[src/rtl/core/bld_pkg.sv]
// ----------------------------------------------------------------------------
// bld_pkg
// Shared widths, codes and reset values for the banked line draw engine.
// ----------------------------------------------------------------------------
package bld_pkg;

    // Coordinate width of the endpoint fields
    localparam int COORD_BITS = 10;
    // Linear frame-buffer address width
    localparam int ADDR_BITS = 21;
    // Bank number and in-window offset widths
    localparam int BANK_BITS = 5;
    localparam int OFFSET_BITS = 16;
    // Default window size as a shift
    localparam int BANK_SHIFT_DEFAULT = 16;

    // Row stride register
    localparam int ROW_BYTES_BITS = 12;
    localparam logic [ROW_BYTES_BITS-1:0] ROW_BYTES_RESET = 12'd1024;

    // Request opcodes
    localparam logic MODE_LOAD = 1'b0;
    localparam logic MODE_STEP = 1'b1;

    typedef logic [COORD_BITS-1:0] coord_t;
    typedef logic [ADDR_BITS-1:0]  addr_t;

endpackage

[src/rtl/core/bld_ifs.sv]
// ----------------------------------------------------------------------------
// bld_ifs
// Valid/ready channels of the banked line draw engine: line requests,
// pixel writes and the row stride write port.
// ----------------------------------------------------------------------------

// Line request channel: load a line or ask for its next pixel
interface bld_req_if;
    logic             valid;
    logic             ready;
    logic             mode;
    bld_pkg::coord_t  x_start;
    bld_pkg::coord_t  y_start;
    bld_pkg::coord_t  x_end;
    bld_pkg::coord_t  y_end;
    logic [7:0]       pen_color;

    modport source (output valid, mode, x_start, y_start, x_end, y_end, pen_color,
                    input ready);
    modport sink   (input valid, mode, x_start, y_start, x_end, y_end, pen_color,
                    output ready);
endinterface

// Pixel write channel
interface bld_pix_if;
    logic                            valid;
    logic                            ready;
    logic [bld_pkg::BANK_BITS-1:0]   bank;
    logic [bld_pkg::OFFSET_BITS-1:0] offset;
    logic [7:0]                      color;
    logic                            bank_changed;
    logic                            last;

    modport source (output valid, bank, offset, color, bank_changed, last,
                    input ready);
    modport sink   (input valid, bank, offset, color, bank_changed, last,
                    output ready);
endinterface

// Row stride write channel
interface bld_cfg_if;
    logic                               valid;
    logic                               ready;
    logic [bld_pkg::ROW_BYTES_BITS-1:0] data;

    modport source (output valid, data, input ready);
    modport sink   (input valid, data, output ready);
endinterface

[src/rtl/core/banked_line_draw_engine_top.sv]
// ----------------------------------------------------------------------------
// banked_line_draw_engine_top
// Bresenham line rasterizer emitting banked frame-buffer pixel writes.
// ----------------------------------------------------------------------------
// Takes one request per clock while the result register is not blocked. A
// load request latches two endpoints and a color; each following step
// request yields one pixel write (bank, offset, color) until max(dx,dy)+1
// pixels are out, after which steps yield nothing. A request goes through
// an input register and one stage of logic into the result register; the
// throughput of one request per cycle holds as long as the pixel sink takes a
// write every cycle, since the result register frees up in the same cycle it
// is read. Row stride is to be written on the cfg port by the user only while
// no request is in flight; the block itself does not enforce this.
module banked_line_draw_engine_top #(
    parameter int BANK_SHIFT = bld_pkg::BANK_SHIFT_DEFAULT
) (
    input  logic         clk,
    input  logic         rst_n,
    bld_req_if.sink      req,
    bld_pix_if.source    pix,
    bld_cfg_if.sink      cfg
);

    localparam int CB = bld_pkg::COORD_BITS;
    localparam int AB = bld_pkg::ADDR_BITS;
    localparam int OB = bld_pkg::OFFSET_BITS;
    localparam int BB = bld_pkg::BANK_BITS;
    localparam int RB = bld_pkg::ROW_BYTES_BITS;
    localparam int PB = CB + RB;
    localparam logic [OB-1:0] WIN_MASK = OB'((64'd1 << BANK_SHIFT) - 64'd1);

    // Row stride register
    logic [RB-1:0] row_bytes_reg;

    // Input stage
    logic              in_valid_reg;
    logic              mode_reg;
    bld_pkg::coord_t   xs_reg, ys_reg, xe_reg, ye_reg;
    logic [7:0]        pen_reg;

    // Line state
    bld_pkg::addr_t    addr_reg, addr_next;
    logic [CB:0]       error_sum_reg, error_sum_next;
    logic [CB-1:0]     delta_major_reg, delta_major_next;
    logic [CB-1:0]     delta_minor_reg, delta_minor_next;
    logic              x_major_reg, x_major_next;
    logic              x_neg_reg, x_neg_next;
    logic              y_neg_reg, y_neg_next;
    logic [CB:0]       pixels_left_reg, pixels_left_next;
    logic [7:0]        line_color_reg, line_color_next;
    logic [BB-1:0]     prev_bank_reg, prev_bank_next;
    logic              first_pixel_reg, first_pixel_next;

    // Result stage
    logic              out_valid_reg;
    logic [BB-1:0]     bank_reg;
    logic [OB-1:0]     offset_reg;
    logic [7:0]        color_reg;
    logic              bank_changed_reg;
    logic              last_reg;

    // Handshake
    logic fire;
    logic is_load;
    logic emit;

    assign fire      = in_valid_reg && (!out_valid_reg || pix.ready);
    assign is_load   = (mode_reg == bld_pkg::MODE_LOAD);
    assign emit      = fire && !is_load && (pixels_left_reg != '0);
    assign req.ready = !in_valid_reg || fire;
    assign cfg.ready = 1'b1;

    assign pix.valid        = out_valid_reg;
    assign pix.bank         = bank_reg;
    assign pix.offset       = offset_reg;
    assign pix.color        = color_reg;
    assign pix.bank_changed = bank_changed_reg;
    assign pix.last         = last_reg;

    // Load setup
    logic [CB-1:0] dx, dy, x0;
    logic          ld_x_neg, ld_y_neg, ld_x_major;
    logic [PB-1:0] row_base;
    logic [PB-1:0] start_addr;

    always_comb
    begin
        dx         = (xe_reg >= xs_reg) ? xe_reg - xs_reg : xs_reg - xe_reg;
        dy         = (ye_reg >= ys_reg) ? ye_reg - ys_reg : ys_reg - ye_reg;
        ld_x_neg   = xe_reg < xs_reg;
        ld_y_neg   = ye_reg < ys_reg;
        x0         = xs_reg;
        // horizontal line runs upward from the smaller column
        if (dy == '0)
        begin
            x0       = ld_x_neg ? xe_reg : xs_reg;
            ld_x_neg = 1'b0;
        end
        ld_x_major = dx > dy;
        row_base   = PB'(ys_reg) * PB'(row_bytes_reg);
        start_addr = row_base + PB'(x0);
    end

    // Pixel step
    logic [BB-1:0] cur_bank;
    logic [AB-1:0] addr_shr;
    logic [OB-1:0] cur_offset;
    logic [CB:0]   err_sum;
    logic          minor_step;
    logic          do_col, do_row;
    logic [AB-1:0] col_term, row_term;

    always_comb
    begin
        addr_shr   = addr_reg >> BANK_SHIFT;
        cur_bank   = addr_shr[BB-1:0];
        cur_offset = addr_reg[OB-1:0] & WIN_MASK;
        err_sum    = error_sum_reg + (CB+1)'(delta_minor_reg);
        minor_step = err_sum >= (CB+1)'(delta_major_reg);
        do_col     = x_major_reg || minor_step;
        do_row     = !x_major_reg || minor_step;
        col_term   = !do_col ? '0 : (x_neg_reg ? '1 : AB'(1));
        row_term   = !do_row ? '0 :
                     (y_neg_reg ? AB'(0) - AB'(row_bytes_reg) : AB'(row_bytes_reg));
    end

    // Next line state
    always_comb
    begin
        addr_next        = addr_reg;
        error_sum_next   = error_sum_reg;
        delta_major_next = delta_major_reg;
        delta_minor_next = delta_minor_reg;
        x_major_next     = x_major_reg;
        x_neg_next       = x_neg_reg;
        y_neg_next       = y_neg_reg;
        pixels_left_next = pixels_left_reg;
        line_color_next  = line_color_reg;
        prev_bank_next   = prev_bank_reg;
        first_pixel_next = first_pixel_reg;
        if (fire && is_load)
        begin
            x_neg_next       = ld_x_neg;
            y_neg_next       = ld_y_neg;
            x_major_next     = ld_x_major;
            delta_major_next = ld_x_major ? dx : dy;
            delta_minor_next = ld_x_major ? dy : dx;
            error_sum_next   = '0;
            pixels_left_next = (CB+1)'(ld_x_major ? dx : dy) + (CB+1)'(1);
            line_color_next  = pen_reg;
            addr_next        = start_addr[AB-1:0];
            first_pixel_next = 1'b1;
        end
        else if (emit)
        begin
            prev_bank_next   = cur_bank;
            first_pixel_next = 1'b0;
            pixels_left_next = pixels_left_reg - (CB+1)'(1);
            error_sum_next   = minor_step ? err_sum - (CB+1)'(delta_major_reg) : err_sum;
            addr_next        = addr_reg + col_term + row_term;
        end
    end

    // Control and state registers
    always_ff @(posedge clk or negedge rst_n)
    begin
        if (!rst_n)
        begin
            row_bytes_reg   <= bld_pkg::ROW_BYTES_RESET;
            in_valid_reg    <= 1'b0;
            out_valid_reg   <= 1'b0;
            addr_reg        <= '0;
            error_sum_reg   <= '0;
            delta_major_reg <= '0;
            delta_minor_reg <= '0;
            x_major_reg     <= 1'b0;
            x_neg_reg       <= 1'b0;
            y_neg_reg       <= 1'b0;
            pixels_left_reg <= '0;
            line_color_reg  <= '0;
            prev_bank_reg   <= '0;
            first_pixel_reg <= 1'b1;
        end
        else
        begin
            if (cfg.valid)
            begin
                row_bytes_reg <= cfg.data;
            end
            if (req.valid && req.ready)
            begin
                in_valid_reg <= 1'b1;
            end
            else if (fire)
            begin
                in_valid_reg <= 1'b0;
            end
            if (emit)
            begin
                out_valid_reg <= 1'b1;
            end
            else if (pix.ready)
            begin
                out_valid_reg <= 1'b0;
            end
            addr_reg        <= addr_next;
            error_sum_reg   <= error_sum_next;
            delta_major_reg <= delta_major_next;
            delta_minor_reg <= delta_minor_next;
            x_major_reg     <= x_major_next;
            x_neg_reg       <= x_neg_next;
            y_neg_reg       <= y_neg_next;
            pixels_left_reg <= pixels_left_next;
            line_color_reg  <= line_color_next;
            prev_bank_reg   <= prev_bank_next;
            first_pixel_reg <= first_pixel_next;
        end
    end

    // Payload registers
    always_ff @(posedge clk)
    begin
        if (req.valid && req.ready)
        begin
            mode_reg <= req.mode;
            xs_reg   <= req.x_start;
            ys_reg   <= req.y_start;
            xe_reg   <= req.x_end;
            ye_reg   <= req.y_end;
            pen_reg  <= req.pen_color;
        end
        if (emit)
        begin
            bank_reg         <= cur_bank;
            offset_reg       <= cur_offset;
            color_reg        <= line_color_reg;
            bank_changed_reg <= first_pixel_reg || (cur_bank != prev_bank_reg);
            last_reg         <= (pixels_left_reg == (CB+1)'(1));
        end
    end

`ifndef NO_ASSERTIONS
    // A held request must stall the input while the result register is blocked
    a_stall: assert property (@(posedge clk) disable iff (!rst_n)
        in_valid_reg && out_valid_reg && !pix.ready |-> !req.ready)
        else $error("input accepted while pipeline stalled");

    // A load restarts the error term and the first-pixel flag
    a_load: assert property (@(posedge clk) disable iff (!rst_n)
        fire && is_load |=> first_pixel_reg && (error_sum_reg == '0))
        else $error("load did not reset line state");

    // Error term stays below the major delta
    a_err: assert property (@(posedge clk) disable iff (!rst_n)
        (error_sum_reg < (CB+1)'(delta_major_reg)) || (error_sum_reg == '0))
        else $error("error accumulator out of range");

    // The last pixel ends the line
    a_last: assert property (@(posedge clk) disable iff (!rst_n)
        emit && (pixels_left_reg == (CB+1)'(1)) |=> (pixels_left_reg == '0) && pix.last)
        else $error("last pixel did not end the line");
`endif

endmodule
[src/flat_wrapper.sv]
// flat-port wrapper written by rule: the top's interface ports become plain ports
module banked_line_draw_engine_top_flat 
#(
    parameter int BANK_SHIFT = bld_pkg::BANK_SHIFT_DEFAULT
)
  (clk, rst_n, req_valid, req_mode, req_x_start, req_y_start, req_x_end, req_y_end, req_pen_color, req_ready, pix_valid, pix_bank, pix_offset, pix_color, pix_bank_changed, pix_last, pix_ready, cfg_valid, cfg_data, cfg_ready);
  bld_req_if req_i ();
  bld_pix_if pix_i ();
  bld_cfg_if cfg_i ();
  input  logic clk;
  input  logic rst_n;
  input wire logic [$bits(req_i.valid)-1:0] req_valid;
  input wire logic [$bits(req_i.mode)-1:0] req_mode;
  input wire logic [$bits(req_i.x_start)-1:0] req_x_start;
  input wire logic [$bits(req_i.y_start)-1:0] req_y_start;
  input wire logic [$bits(req_i.x_end)-1:0] req_x_end;
  input wire logic [$bits(req_i.y_end)-1:0] req_y_end;
  input wire logic [$bits(req_i.pen_color)-1:0] req_pen_color;
  output wire logic [$bits(req_i.ready)-1:0] req_ready;
  output wire logic [$bits(pix_i.valid)-1:0] pix_valid;
  output wire logic [$bits(pix_i.bank)-1:0] pix_bank;
  output wire logic [$bits(pix_i.offset)-1:0] pix_offset;
  output wire logic [$bits(pix_i.color)-1:0] pix_color;
  output wire logic [$bits(pix_i.bank_changed)-1:0] pix_bank_changed;
  output wire logic [$bits(pix_i.last)-1:0] pix_last;
  input wire logic [$bits(pix_i.ready)-1:0] pix_ready;
  input wire logic [$bits(cfg_i.valid)-1:0] cfg_valid;
  input wire logic [$bits(cfg_i.data)-1:0] cfg_data;
  output wire logic [$bits(cfg_i.ready)-1:0] cfg_ready;
  assign req_i.valid = req_valid;
  assign req_i.mode = req_mode;
  assign req_i.x_start = req_x_start;
  assign req_i.y_start = req_y_start;
  assign req_i.x_end = req_x_end;
  assign req_i.y_end = req_y_end;
  assign req_i.pen_color = req_pen_color;
  assign req_ready = req_i.ready;
  assign pix_valid = pix_i.valid;
  assign pix_bank = pix_i.bank;
  assign pix_offset = pix_i.offset;
  assign pix_color = pix_i.color;
  assign pix_bank_changed = pix_i.bank_changed;
  assign pix_last = pix_i.last;
  assign pix_i.ready = pix_ready;
  assign cfg_i.valid = cfg_valid;
  assign cfg_i.data = cfg_data;
  assign cfg_ready = cfg_i.ready;
  banked_line_draw_engine_top #(.BANK_SHIFT(BANK_SHIFT)) u_core (.clk(clk), .rst_n(rst_n), .req(req_i), .pix(pix_i), .cfg(cfg_i));
endmodule
[config.mk]
export PLATFORM = sky130hd
export DESIGN_NAME = banked_line_draw_engine_top_flat
export DESIGN_NICKNAME = d
export VERILOG_FILES = /design/src/rtl/core/bld_pkg.sv /design/src/rtl/core/bld_ifs.sv /design/src/rtl/core/banked_line_draw_engine_top.sv /design/src/flat_wrapper.sv
export SDC_FILE = /design/constraint.sdc
export NUM_CORES = 1
export LEC_CHECK = 0
export BUFFER_PORTS_ARGS = -buffer_cell sky130_fd_sc_hd__buf_2
export CORE_MARGIN = 2
export CORE_UTILIZATION = 63
export DETAILED_ROUTE_END_ITERATION = 12
export PLACE_DENSITY = 0.8
export SYNTH_ARGS = -nofsm -noshare
export SYNTH_HDL_FRONTEND = slang
export SYNTH_SLANG_ARGS = --single-unit
[constraint.sdc]
create_clock -name clk -period 8 [get_ports clk]
set_input_delay 1.6 -clock clk [delete_from_list [all_inputs] [get_ports clk]]
set_output_delay 1.6 -clock clk [all_outputs]
set_load 0.03 [all_outputs]
==> impl_metrics.toml <==
[synthesis]
synthTopCellsByCount = "inv_1, nand2_1, ha_1"
synth.most_common_cell = "inv_1"
synth_area_mm2 = 0.01554
async_flop_share_pct = 54.02
seq_area_frac_synth_pct = 30.60
synth_area_leader_cell = "edfxtp_1"
ys.flop_type = "dfrtp_1"
ys_ff_latch = 174
synth.area.top_cells = "edfxtp_1, dfrtp_1, fa_1"
ys.warnings.count = 0
netlist_instances = 1657
syn_avg_cell_area_um2 = 9.381
ys_types = 82
synth_fp_nets = 1988
synth_edf_count = 80
synth.top_cell.area_share_pct = 15.46

[drt]
drt_first_pass_iters = 5
first_iter_violations = 983
avgViaCountPerCell = 5.881
ant_nets = 0
drt_wl_total_um = 37960
drcViolationCount = 0
vias = 12139
wire_per_inst_um = 18.39

[worst_hold_path]
whs_endpoint = "u_core.pix.offset[7]"
min_delay_path_depth = 0
hold_class = "flip-flop to flip-flop"
hold_path_startpoint = "u_core.addr_reg[7]"

[global_route]
grt_first_pass_wirelength_um = 62090
first_global_vias = 12047
grt_overflow = 0
grt_use_total_pct = 30.29
antenna_found_initial = 0
grt_max_degree = 77

[floorplan]
die_h_um = 161.1
start_util_pct = 64.10
dieWidth_um = 161.1
core_area_mm2 = 0.02425
rows = 57
die-area_mm2 = 0.02595
num_io_pins = 100

[timing]
worstMarginPinSlew_ns = 0.8786
fin_worst_skew_ns = 0.01208
setup_ws_ns = 0.3619
hold_ws_ns = 0.4513
drv_slew = 0
finalHoldViolCount = 0
rsz0062_at_grt = "no"
finalSetupViolations = 0
period_share_pct = 95.48
max_freq_mhz = 130.9
timing.setup.tns_ns = 0
fin_crit_ns = 7.638
slew_headroom_pct = 41.43

[setup_path]
required_ns = 8.32
cp-end-kind = "flip-flop"
r2r_slack_ns = 0.36
crit_family = "adder cells"
cp_num_buf_inv = 3
r2r-end = "u_core.addr_reg[19]"
path_max_fanout = 12
cp-start-kind = "flip-flop"
slowest_stage = "or4_4"
critical_path_class = "flip-flop to flip-flop"
rr_worst_depth = 26
critPathMaxStageDelay_ns = 0.58
worstPathArrival_ns = 7.96
r2r_start = "u_core.ys_reg[4]"

[clock_network]
h-tree-depth = 4
cts_tree = "yes"
clkLatencyLatePin_ns = 0.45
cts_buffer_depth = 2
cts_buffers = 17
cts_root_buffer = "clkbuf_16"
clkTransAtPathRegs_ns = 0.08
cts_num_sinks = 174

[place]
port_buffers = 98
place_ws_ns = 0.2987
place_hpwl_um = 28580
place_congestion = 0.9750
place_inst = 2031

[final_layout]
drive_gt1_share_pct = 10.86
antenna_cells = 0
layout.cells.non_filler = 2064
largest_reg_flops = 21
nets = 2058
areaGrowthSynthToFinish_pct = 9.346
fillers = 1856

[status]
status = "completed"

[flow_run]
drv_cap = 0
## worst max path at each step
stage | slack, ns | end | start | depth (start not counted)
2_1_floorplan | 0.96 | u_core.addr_reg[19] | u_core.ye_reg[0] | 28
3_3_place_gp | 0.54 | u_core.addr_reg[19] | u_core.ys_reg[4] | 26
3_5_place_dp | 0.30 | u_core.addr_reg[19] | u_core.ye_reg[0] | 29
4_1_cts | 0.26 | u_core.addr_reg[19] | u_core.ye_reg[0] | 29
5_1_grt | 0.03 | u_core.addr_reg[20] | u_core.ye_reg[0] | 32
6_report | 0.36 | u_core.addr_reg[19] | u_core.ys_reg[4] | 26
## layer usage
metal	global-route usage [%]	wire length, um	vias up
met5	0	0	-
met4	8.401	775	0
met3	4.905	2858	60
met2	49.61	17770	473
met1	42.26	16560	5892
li1	-	-	5714
## worst register-to-register path, stage by stage, from the launching register on
cell      delay, ns
edfxtp_1       0.57
ha_1           0.51
a21o_1         0.28
a221oi_4       0.35
a21oi_2        0.16
o21ai_4        0.22
buf_4          0.19
mux2i_1        0.29
xnor2_2        0.19
nand3_1        0.12
or4_4          0.58
nor2_8         0.24
mux2i_1        0.28
fa_1           0.47
fa_1           0.51
inv_1          0.06
fa_1           0.53
inv_1          0.04
ha_1           0.33
or2_2          0.32
a21oi_1        0.16
a21oi_1        0.11
a41oi_2        0.30
o31ai_1        0.14
o41a_1         0.33
xnor2_1        0.17
a21oi_1        0.09
## area by class of cell
| type | count | area, um2 | share of cell area, % |
|---|---|---|---|
| repair buffers | 115 | 620.6 | 3.651 |
| clock inverters | 13 | 187.7 | 1.104 |
| well taps | 324 | 405.4 | 2.385 |
| inverters | 223 | 837.1 | 4.925 |
| multi-input cells | 1196 | 9724 | 57.21 |
| flip-flops and latches | 174 | 4757 | 27.99 |
| clock buffers | 19 | 464.2 | 2.731 |
## cells in the final DEF, fill, tap and decap left out, types with 10 or more instances in the layout
master and n:
a21oi_1 99, ha_1 151, nand4_1 12, buf_2 97, and2_1 39, nand2_1 220, xor2_1 27, clkbuf_16 18
edfxtp_1 80, nand3_1 38, dfrtp_1 92, o21ai_0 63, nor3_1 17, nor2b_1 10, mux2i_1 24, nand2b_1 12
buf_4 18, or3_1 15, fa_1 114, xnor2_1 60, inv_1 221, a21o_1 32, a31oi_1 15, mux2_2 14
a211oi_1 12, nor2_1 83
## what timing repair did
item                       in CTS  in global routing
setup endpoints to repair       0                  4
gates resized for setup         0                  4
hold buffers                    0                  0
buffers inserted                0                  1
## kinds of logic (layout without fill, tap and decap cells)
| kind of cell | count (synthesis) | after routing | share of synthesized area, % |
|---|---|---|---|
| AOI/OAI and AO/OA | 316 | 316 | 13.15 |
| xor gates and xnor gates | 88 | 88 | 5.007 |
| other | 1 | 1 | 0.02413 |
| DFF | 174 | 174 | 30.60 |
| and+or+nand+nor | 486 | 486 | 14.61 |
| buffers and inverters | 287 | 370 | 7.035 |
| adders and majority gates | 265 | 265 | 26.84 |
| muxes | 40 | 40 | 2.729 |
## per-stage QoR
step	utilization, %	area (um2)
6_report	70.09	17000
3_5_place_dp	67.28	16310
3_3_place_gp	67.28	16310
5_1_grt	70.09	17000
2_1_floorplan	-	15540
4_1_cts	69.97	16970
Power is not shown: default switching activity piles up to over one toggle a cycle in this logic, so the estimate is an artifact.
